===== config.mk =====
export PLATFORM = sky130hd
export DESIGN_NAME = fmpacl_match
export DESIGN_NICKNAME = d
export VERILOG_FILES = /design/src/rtl/core/fmpacl_pkg.sv /design/src/rtl/core/fmpacl_match.sv
export SDC_FILE = /design/constraint.sdc
export NUM_CORES = 1
export LEC_CHECK = 0
export BUFFER_PORTS_ARGS = -buffer_cell sky130_fd_sc_hd__buf_2
export CORE_AREA = 2 2 115 117
export DETAILED_ROUTE_END_ITERATION = 16
export DIE_AREA = 0 0 117 119
export SLEW_MARGIN = 20
export SYNTH_ARGS = -nofsm -noshare
export SYNTH_HDL_FRONTEND = slang
export SYNTH_SLANG_ARGS = --single-unit

===== constraint.sdc =====
create_clock -name vclk -period 5.3
set_input_delay 0.795 -clock vclk [all_inputs]
set_output_delay 0.795 -clock vclk [all_outputs]
set_load 0.01 [all_outputs]

===== src/rtl/core/fmpacl_pkg.sv =====
// Package: shared types, constants and field layouts for the prefix ACL engine.
package fmpacl_pkg;

    localparam int MaxRules   = 64;
    localparam int MaxGroups  = 8;
    localparam int RuleIdxW   = $clog2(MaxRules);
    localparam int RuleCntW   = $clog2(MaxRules + 1);
    localparam int GroupW     = 3;
    localparam int V4Bits     = 32;
    localparam int V6Bits     = 128;
    localparam int LevelLimit = 8 + MaxGroups;
    localparam int LevelW     = $clog2(LevelLimit + 2);

    // request codes
    localparam logic [2:0] OpAddNet   = 3'd0;
    localparam logic [2:0] OpAddReq   = 3'd1;
    localparam logic [2:0] OpSetPar   = 3'd2;
    localparam logic [2:0] OpChkCli   = 3'd3;
    localparam logic [2:0] OpChkReq   = 3'd4;

    // status codes
    localparam logic [2:0] StOk       = 3'd0;
    localparam logic [2:0] StFull     = 3'd1;
    localparam logic [2:0] StNoParent = 3'd2;
    localparam logic [2:0] StLoop     = 3'd3;
    localparam logic [2:0] StGlobal   = 3'd4;

    typedef struct packed {
        logic [2:0]  req_type;
        logic [2:0]  group_id;
        logic        allow_flag;
        logic        is_ipv6;
        logic [63:0] addr_hi;
        logic [63:0] addr_lo;
        logic [7:0]  prefix_len;
        logic [7:0]  cmd_type;
        logic        cmd_all;
        logic [2:0]  parent_group;
    } t_in_word;

    typedef struct packed {
        logic [2:0] status;
        logic       allowed;
        logic       rule_hit;
        logic [5:0] hit_index;
    } t_out_word;

    // rule metadata as stored
    typedef struct packed {
        logic [2:0] group;
        logic       kind;
        logic       all_cmd;
        logic [7:0] cmd;
        logic [7:0] prefix;
        logic       v6;
        logic       allow;
    } t_meta;

    typedef struct packed {
        logic [63:0] hi;
        logic [63:0] lo;
        t_meta       meta;
    } t_rule;

    // top n bits of a 64-bit word as a mask, n in 0..64
    function automatic logic [63:0] top_mask(input logic [6:0] n);
        logic [63:0] m;
        m = '0;
        for (int k = 0; k < 64; k++) begin
            if (7'(k) < n) m[63 - k] = 1'b1;
        end
        return m;
    endfunction

endpackage


===== src/rtl/core/fmpacl_match.sv =====
// Rule compare unit: one registered table entry against the check word.
module fmpacl_match (
    input  fmpacl_pkg::t_rule i_rule,
    input  logic              i_kind,
    input  logic [2:0]        i_group,
    input  logic              i_v6,
    input  logic [63:0]       i_hi,
    input  logic [63:0]       i_lo,
    input  logic [7:0]        i_cmd,
    output logic              o_sel,
    output logic              o_hit
);
    logic [7:0]  bits;
    logic [63:0] m_hi;
    logic [63:0] m_lo;
    logic        eq_hi;
    logic        eq_lo;
    logic        addr_ok;
    logic        cmd_ok;

    // masks for the two address halves
    always_comb begin
        bits  = i_rule.meta.prefix;
        m_hi  = fmpacl_pkg::top_mask((bits >= 8'd64) ? 7'd64 : bits[6:0]);
        m_lo  = fmpacl_pkg::top_mask((bits > 8'd64) ? 7'(bits - 8'd64) : 7'd0);
        eq_hi = ((i_hi ^ i_rule.hi) & m_hi) == '0;
        eq_lo = ((i_lo ^ i_rule.lo) & m_lo) == '0;
        if (bits == 8'd0) begin
            addr_ok = 1'b1;
        end else if (i_rule.meta.v6 != i_v6) begin
            addr_ok = 1'b0;
        end else if (!i_v6) begin
            addr_ok = (bits <= 8'(fmpacl_pkg::V4Bits)) && eq_hi;
        end else begin
            addr_ok = (bits <= 8'(fmpacl_pkg::V6Bits)) && eq_hi && eq_lo;
        end
        cmd_ok = !i_kind || i_rule.meta.all_cmd || (i_rule.meta.cmd == i_cmd);
        o_sel  = (i_rule.meta.kind == i_kind) && (i_rule.meta.group == i_group);
        o_hit  = o_sel && cmd_ok && addr_ok;
    end
endmodule


=== After elaboration in Yosys (flattened, before gate mapping) ===
Index checks and enable logic that the tools add are counted.

* Bits in registers: 0
* Input bits: 292
* Output and inout port bits: 2
* Logic and storage cells: 286

* Add/subtract/negate cells: 1
* Magnitude comparators: 132
* Eq/ne operators: 4
* Muxes and demuxes: 133
* Bitwise gates (word level): 4
* Reduce and logical (&&, ||, !) cells: 12

{| class="wikitable"
|+ Operator list
! operator !! number
|-
| $lt 6x7->1 const A || 64
|-
| $lt 5x7->1 const A || 32
|-
| $mux 1 || 131
|-
| $and 64x64->64 || 2
|-
| $logic_not 64->1 || 2
|-
| $xor 64x64->64 || 2
|-
| $lt 4x7->1 const A || 16
|-
| $lt 3x7->1 const A || 8
|-
| $lt 1x7->1 const A || 4
|-
| $lt 2x7->1 const A || 4
|-
| $mux 7 || 2
|-
| $eq 8x8->1 || 1
|-
| $ge 8x7->1 const B || 1
|-
| $gt 8x7->1 const B || 1
|-
| $le 8x6->1 const B || 1
|-
| $le 8x8->1 const B || 1
|-
| $logic_not 8->1 || 1
|-
| $sub 7x7->7 const B || 1
|-
| $logic_and 1x1->1 || 6
|-
| $eq 3x3->1 || 1
|-
| $logic_or 1x1->1 || 2
|-
| $eq 1x1->1 || 1
|-
| $logic_not 1->1 || 1
|-
| $ne 1x1->1 || 1
|}

=== Longest topological paths before layout ===
Gate-level depths: netlist of run 1.

* Depth in word-level cells: 12
* Depth in mapped cells: 10
* Gate-level depth less buffers: 7

=== Worst setup path after synthesis of run 1 ===
OpenSTA, ideal clock, no wires.

* Kind: in2out
* Start point: input i_rule[8] in the netlist's numbering
* End point: output o_hit
* Arrival: 2.627 ns
* Required time: 4.505 ns
* Slack: 1.878 ns
* Stages: 9
* Cells stage by stage: buf_6 -> clkbuf_1 -> mux2i_1 -> o211ai_1 -> a2111oi_0 -> nand4_1 -> nor4_1 -> nand4b_1 -> a21oi_1

* Cells in the longest elaborated chain, start to end: 12
* Elaborated cells between the ends (all ways): 275
* Classes of those cells: add/sub: 1; order compare: 132; mux: 133; bitwise: 2; reduce/logical: 7

{| class="wikitable"
|+ Ends and longest elaborated chain
! what !! line !! text
|-
| from (decl) || fmpacl_match.sv:3 || <nowiki>input fmpacl_pkg::t_rule i_rule,</nowiki>
|-
| $ge 8x7->1 || fmpacl_match.sv:24 || <nowiki>m_hi = fmpacl_pkg::top_mask((bits >= 8'd64) ? 7'd64 : bits[6:0]);</nowiki>
|-
| $mux 7 || fmpacl_match.sv:24 ||
|-
| $lt 6x7->1, or another cell as far along || fmpacl_pkg.sv:70 || <nowiki>if (7'(k) < n) m[63 - k] = 1'b1;</nowiki>
|-
| $mux 1 || fmpacl_pkg.sv:70 ||
|-
| $and 64x64->64 || fmpacl_match.sv:26 || <nowiki>eq_hi = ((i_hi ^ i_rule.hi) & m_hi) == '0;</nowiki>
|-
| $logic_not 64->1 || fmpacl_match.sv:26 ||
|-
| $logic_and 1x1->1 (2 in a row) || fmpacl_match.sv:35 || <nowiki>addr_ok = (bits <= 8'(fmpacl_pkg::V6Bits)) && eq_hi && eq_lo;</nowiki>
|-
| $mux 1 || fmpacl_match.sv:32 || <nowiki>end else if (!i_v6) begin</nowiki>
|-
| $mux 1 || fmpacl_match.sv:30 || <nowiki>end else if (i_rule.meta.v6 != i_v6) begin</nowiki>
|-
| $mux 1 * || fmpacl_match.sv:28 || <nowiki>if (bits == 8'd0) begin</nowiki>
|-
| $logic_and 1x1->1 * || fmpacl_match.sv:39 || <nowiki>o_hit = o_sel && cmd_ok && addr_ok;</nowiki>
|-
| to (decl) || fmpacl_match.sv:11 || <nowiki>output logic o_hit</nowiki>
|}

Every way passes the cells marked *; elsewhere a longest branch is shown, timed or not.

=== Worst setup path in the final report of run 1 ===
* Start point: input i_rule[6] in the netlist's numbering
* End point: output o_hit

The elaborated chain is that of the path after synthesis.

==> flow_metrics.py, run 1 <==
metrics = {
    "timing": {
        "period_minus_slack_ns": 4.24,
        "tns_ns": 0,
        "rsz0062_at_grt": "false",
        "slew_headroom": 0.361,
        "maxSlewViolCount": 0,
        "finalCritPeriodShare": 0.801,
        "setup_violations": 0,
        "worst_slew_pin_slew_ns": 0.959,
        "clock.fmax_ghz": 0.236,
        "setup_ws_ns": 1.06,
        "holdWs_ns": 2.01,
        "finalHoldViolCount": 0,
    },
    "logic_synthesis": {
        "syn_area_per_cell_um2": 7.09,
        "synth-adder-area-share": 0,
        "syn-num-nets": 727,
        "syn_inst": 435,
        "netlist_area_um2": 3090,
        "yosys.area_share.simple": 0.193,
        "synth_cell_type_count": 62,
        "muxShareOfSynthArea": 0.00324,
        "yosys_warnings": 0,
        "yosysSeqAreaShare": 0,
        "synth_top_family_by_area": "XOR/XNOR gates",
        "synth-compound-area-share": 0.341,
        "synth_xor_area_frac": 0.397,
    },
    "global_routing": {
        "grt_pass1_wl_um": 21200,
        "grt_pass1_vias": 4229,
        "track_usage": 0.196,
        "grt_overflow_total": 0,
        "antenna_found_initial": 0,
        "grt_max_degree": 28,
    },
    "route": {
        "routedWlPerCell_um": 16.9,
        "drc": 0,
        "drt_first_pass_iters": 5,
        "ant_nets": 0,
        "viasPerCell": 5.03,
        "routed.top_layer": "met4",
        "drt-total-wl_um": 14900,
        "drt_iter0_markers": 191,
        "wl_met3_um": 1070,
        "wl_met2_um": 7750,
        "met1Wirelength_um": 5780,
        "num_vias": 4428,
    },
    "place": {
        "dp_cells": 881,
        "globalplace.congestion": 0.889,
        "place_ws_ns": 1.15,
        "port_buffers": 293,
        "dpl_cell_area_um2": 4660,
        "dpl.hpwl_um": 12500,
    },
    "setup_path": {
        "arrival_ns": 3.45,
        "critPathRequiredTime_ns": 4.51,
        "end_kind": "primary output",
        "critPathSlowestCell": "nor2b_1",
        "crit_path_max_incr_delay_ns": 0.58,
        "critPathKind": "input port to primary output",
        "worst-path-max-fanout": 21,
        "start_kind": "input port",
        "cp_cell_sequence": "buf_2 > nor2b_1 > a41oi_1 > a2111oi_0 > nand4_1 > a2111oi_2 > o311ai_1 > a21oi_1 > buf_2",
        "crit_family": "compound AO/OA/AOI/OAI gates",
        "crit_buf_inv": 2,
        "crit_top_cell": "buf_2",
    },
    "clock_network": {
        "post_cts_resized": 0,
        "post-cts-setup-buffers": 0,
        "cts_hold_buffers": 0,
    },
    "floorplanning": {
        "die_h_um": 119,
        "core_area_um2": 12900,
        "initial_utilization": 0.240,
        "ios": 294,
        "die-area_um2": 13900,
        "row_count": 42,
        "chipWidth_um": 117,
    },
    "outcome": {
        "status": "finished, final reports clean",
    },
    "min_path": {
        "hp-class": "input port to primary output",
    },
    "layout": {
        "layout_commonest_cell": "buf_2",
        "design.seq.count": 0,
        "antenna_cells": 0,
        "nClkBuffers": 0,
        "final_layout_size_suffix_gt1_frac": 0.445,
        "stdcell_area_um2": 4660,
        "fin_nets": 999,
        "final_util": 0.362,
        "final_cell_mix": "buf_2 (293), xnor2_1 (92), xor2_1 (48)",
        "area_growth_pct": 51.1,
        "final_cells": 881,
        "register_area_um2": 0,
    },
    "flow_run": {
        "drv_cap": 0,
    },
    "power_and_ir_drop": {
        "pwr-share-clk": 0,
        "p_comb_frac": 1.000,
        "ir_drop_uv": 29.3,
        "switching_power_mw": 0.199,
        "p_int_mw": 0.192,
        "leakage_nw": 2.03,
        "p_total_mw": 0.391,
        "pwr-share-seq": 0,
        "switching_share": 0.510,
        "p_per_area_nw_per_um2": 83.9,
    },
}
## power groups by stage
stage / clock network (mW) / logic (mW) / registers (mW)
final: 0 / 0.391 / 0
after global routing: 0 / 0.428 / 0
after CTS: 0 / 0.395 / 0
after detailed placement: 0 / 0.393 / 0
after global placement: 0 / 0.391 / 0
after floorplan: 0 / 0.209 / 0
## kinds of logic (layout without fill, tap and decap cells)
group / count (synthesis) / count (layout)
AND/OR/NAND/NOR: 97 / 97
multiplexers: 1 / 1
XOR/XNOR: 140 / 140
AO/OA/AOI/OAI: 160 / 160
buffers and inverters: 37 / 307
## synth_stat cells (all sizes together), types with 6 or more instances
cell type / count / area (um2)
o21ai: 26 / 130
nand2: 8 / 30.0
nand3: 8 / 40.0
a22oi: 6 / 45.0
a41oi: 8 / 70.1
xnor2: 92 / 806
nand4: 9 / 56.3
buf: 21 / 140
xor2: 48 / 420
nor2: 22 / 90.1
nor4: 8 / 65.1
clkbuf: 11 / 42.5
a31oi: 22 / 138
a32oi: 6 / 52.6
o211ai: 10 / 75.1
a21oi: 47 / 235
nor3: 18 / 106
## worst paths after layout
path    end  slack [ns]        from  cells past startpoint
max   o_hit        1.06   i_rule[6]                      9
min   o_sel        2.01  i_group[2]                      4
## area by class of cell
class / instances / area (um2)
well taps: 176 / 220
inverters: 5 / 18.8
fillers: 1435 / 8210
repair buffers: 302 / 1530
multi-input cells: 398 / 2890
## tightest hold or removal path: stages
cell    delay, ns
buf_2        0.08
xor2_1       0.13
nor4_1       0.07
buf_2        0.14
## layer usage
metal / up-vias / track usage
li1: 2184 / -
met1: 1984 / 0.223
met2: 243 / 0.390
met3: 17 / 0.0102
met4: 0 / 0.0397
met5: - / 0
Note: power is estimated with default switching activity, not from simulation.
==> run 2: changes to the inputs <==
--- a/config.mk
+++ b/config.mk
@@ -5,10 +5,11 @@
 export SDC_FILE = /design/constraint.sdc
 export NUM_CORES = 1
 export LEC_CHECK = 0
+export ABC_AREA = 1
 export BUFFER_PORTS_ARGS = -buffer_cell sky130_fd_sc_hd__buf_2
-export CORE_AREA = 2 2 115 117
+export CORE_AREA = 2 2 114 116
 export DETAILED_ROUTE_END_ITERATION = 16
-export DIE_AREA = 0 0 117 119
+export DIE_AREA = 0 0 116 118
 export SLEW_MARGIN = 20
 export SYNTH_ARGS = -nofsm -noshare
 export SYNTH_HDL_FRONTEND = slang
==> constraint.sdc (replaced) <==
create_clock -name vclk -period 4.2
set_input_delay 0.63 -clock vclk [all_inputs]
set_output_delay 0.63 -clock vclk [all_outputs]
set_load 0.01 [all_outputs]
==> run 2 against run 1 <==
  * Critical path depth increased by 10
  * First-iteration DRC count increased by 13%
  * Non-clock buffer count decreased by 9
  * Utilization increased by 2.8 points
  * Cell area increased by 3.9%
  * Sequential share of layout area unchanged
  * Worst setup slack got worse by 0.51 ns
  * Routed wire length decreased by 7.5%
  * Worst hold slack got worse by 0.35 ns
  * Clock-buffer cell count unchanged
  * Largest power group unchanged
==> flow_metrics.py, run 2 <==
metrics = {
    "logic_synthesis": {
        "syn_inst": 555,
        "yosys_warnings": 0,
        "netlist_area_um2": 3230,
        "syn-num-nets": 847,
        "yosysTopAreaCell": "xor2_1",
        "synth_common_cells": "nand2_1 (120), xor2_1 (100), nor2_1 (65)",
        "synth_area_leaders": "xor2_1 (27%), nand2_1 (14%), xnor2_1 (9.8%)",
        "synth_cell_type_count": 39,
        "yosysMostFrequentCell": "nand2_1",
        "yosysSeqAreaShare": 0,
        "yosys.area.top_type_share": 0.272,
        "syn_area_per_cell_um2": 5.81,
    },
    "setup_path": {
        "critPathRequiredTime_ns": 3.57,
        "crit_buf_inv": 3,
        "crit_top_cell": "nand2_1",
        "crit_path_max_incr_delay_ns": 0.53,
        "critPathKind": "input port to primary output",
        "critPathSlowestCell": "o21ai_0",
        "start_kind": "input port",
        "worst-path-max-fanout": 12,
        "arrival_ns": 3.02,
        "end_kind": "primary output",
        "cp_cell_sequence": "buf_2 > inv_2 > nand2_2 > nor2_4 > nand2_8 > o211ai_2 > o21ai_0 > nand2_1 > nand2_1 > nor2_1 > nand2_1 > nor2_1 > nand2_1 > nor2_1 > nand2_1 > nand2_1 > nand2_1 > a21oi_2 > buf_2",
        "crit_family": "simple AND/OR/NAND/NOR gates",
    },
    "place": {
        "globalplace.congestion": 0.862,
        "port_buffers": 293,
        "dpl.hpwl_um": 12100,
        "place_ws_ns": 0.608,
        "dpl_cell_area_um2": 4840,
    },
    "global_routing": {
        "grt_pass1_vias": 4508,
        "track_usage": 0.189,
        "grt_max_degree": 20,
        "grt_overflow_total": 0,
        "antenna_found_initial": 1,
        "grt_pass1_wl_um": 21100,
    },
    "timing": {
        "maxSlewViolCount": 0,
        "clock.fmax_ghz": 0.274,
        "period_minus_slack_ns": 3.65,
        "holdWs_ns": 1.66,
        "setup_ws_ns": 0.550,
        "worst_slew_pin_slew_ns": 0.650,
        "slew_headroom": 0.565,
        "rsz0062_at_grt": "false",
        "finalHoldViolCount": 0,
        "finalCritPeriodShare": 0.869,
        "setup_violations": 0,
        "tns_ns": 0,
    },
    "route": {
        "drt_iter0_markers": 216,
        "drt_first_pass_iters": 4,
        "viasPerCell": 4.50,
        "drc": 0,
        "drt-total-wl_um": 13800,
        "ant_nets": 0,
        "routedWlPerCell_um": 13.6,
        "num_vias": 4557,
    },
    "power_and_ir_drop": {
        "p_per_area_nw_per_um2": 98.7,
        "switching_power_mw": 0.253,
        "p_int_mw": 0.225,
        "pwr-share-seq": 0,
        "ir_drop_uv": 31.3,
        "leakage_nw": 2.59,
        "switching_share": 0.529,
        "pwr-share-clk": 0,
        "p_comb_frac": 1.000,
    },
    "layout": {
        "final_cell_mix": "buf_2 (293), nand2_1 (120), xor2_1 (100)",
        "design.seq.count": 0,
        "fin_nets": 1134,
        "register_area_um2": 0,
        "stdcell_area_um2": 4840,
        "layout_commonest_cell": "buf_2",
        "nClkBuffers": 0,
        "final_layout_size_suffix_gt1_frac": 0.387,
        "area_growth_pct": 50.1,
    },
    "clock_network": {
        "cts_hold_buffers": 0,
        "post_cts_resized": 0,
        "post-cts-setup-buffers": 0,
    },
    "floorplanning": {
        "chipWidth_um": 116,
        "core_area_um2": 12400,
        "row_count": 41,
        "die-area_um2": 13700,
        "initial_utilization": 0.260,
        "ios": 294,
        "die_h_um": 118,
    },
    "min_path": {
        "hp-class": "input port to primary output",
    },
    "flow_run": {
        "drv_cap": 0,
    },
    "outcome": {
        "status": "finished, final reports clean",
    },
}
-- run 2: changes by cell type after synthesis, sizes merged, moves of 14 or more --
cell   before  now
o21ai      26   64
xor2       48  100
a21oi      47   10
inv         5   42
xnor2      92   36
a31oi      22    0
nand3       8   58
nor2       22   72
nand2       8  125
buf        21    7
-- run 2: cell families (layout without fill, tap and decap cells) --
| group | after synthesis | count (layout) | synth area share |
|---|---|---|---|
| and+or+nand+nor | 276 | 276 | 0.398 |
| xor gates and xnor gates | 136 | 136 | 0.369 |
| AOI/OAI and AO/OA | 91 | 91 | 0.158 |
| buffers and inverters | 52 | 337 | 0.0745 |
| other | 0 | 1 | 0 |
-- run 2: path summary, 6_finish.rpt --
check | slack [ns] | endpoint | from | depth (start not counted)
worst max-delay path | 0.55 | o_hit | i_rule[6] | 19
worst min-delay path | 1.66 | o_hit | i_rule[18] | 4
-- run 2: area by class of cell --
cell class / count / area (um2)
fill: 1468 / 7570
multi-input combinational: 503 / 2990
timing repair buffer: 293 / 1470
tap: 172 / 215
inverter: 44 / 171
antenna: 1 / 2.50
-- run 2: worst min-delay path, stage by stage --
cell and delay (ns):
buf_2 0.08, o31ai_1 0.09, a21oi_2 0.10, buf_2 0.13
-- run 2: routing by layer --
metal,part of all wire,global-route usage,vias up
met4,0.0052,0.0126,0
met5,0,0,-
met3,0.072,0.0144,6
li1,-,-,2393
met2,0.50,0.358,173
met1,0.43,0.240,1985
-- run 2: per-stage QoR --
stage,power [mW],utilization,std cells
floorplan,0.256,-,555
global placement,0.476,0.390,1012
detailed placement,0.479,0.390,1012
CTS,0.481,0.390,1012
global route,0.535,0.390,1012
finish,0.478,0.390,1013
-- run 2: power groups by stage --
stage	Clock, mW	Sequential [mW]	Combinational, mW
3_3_place_gp	0	0	0.476
3_5_place_dp	0	0	0.479
4_1_cts	0	0	0.481
5_1_grt	0	0	0.535
6_report	0.0000000320	0	0.478
2_1_floorplan	0	0	0.256
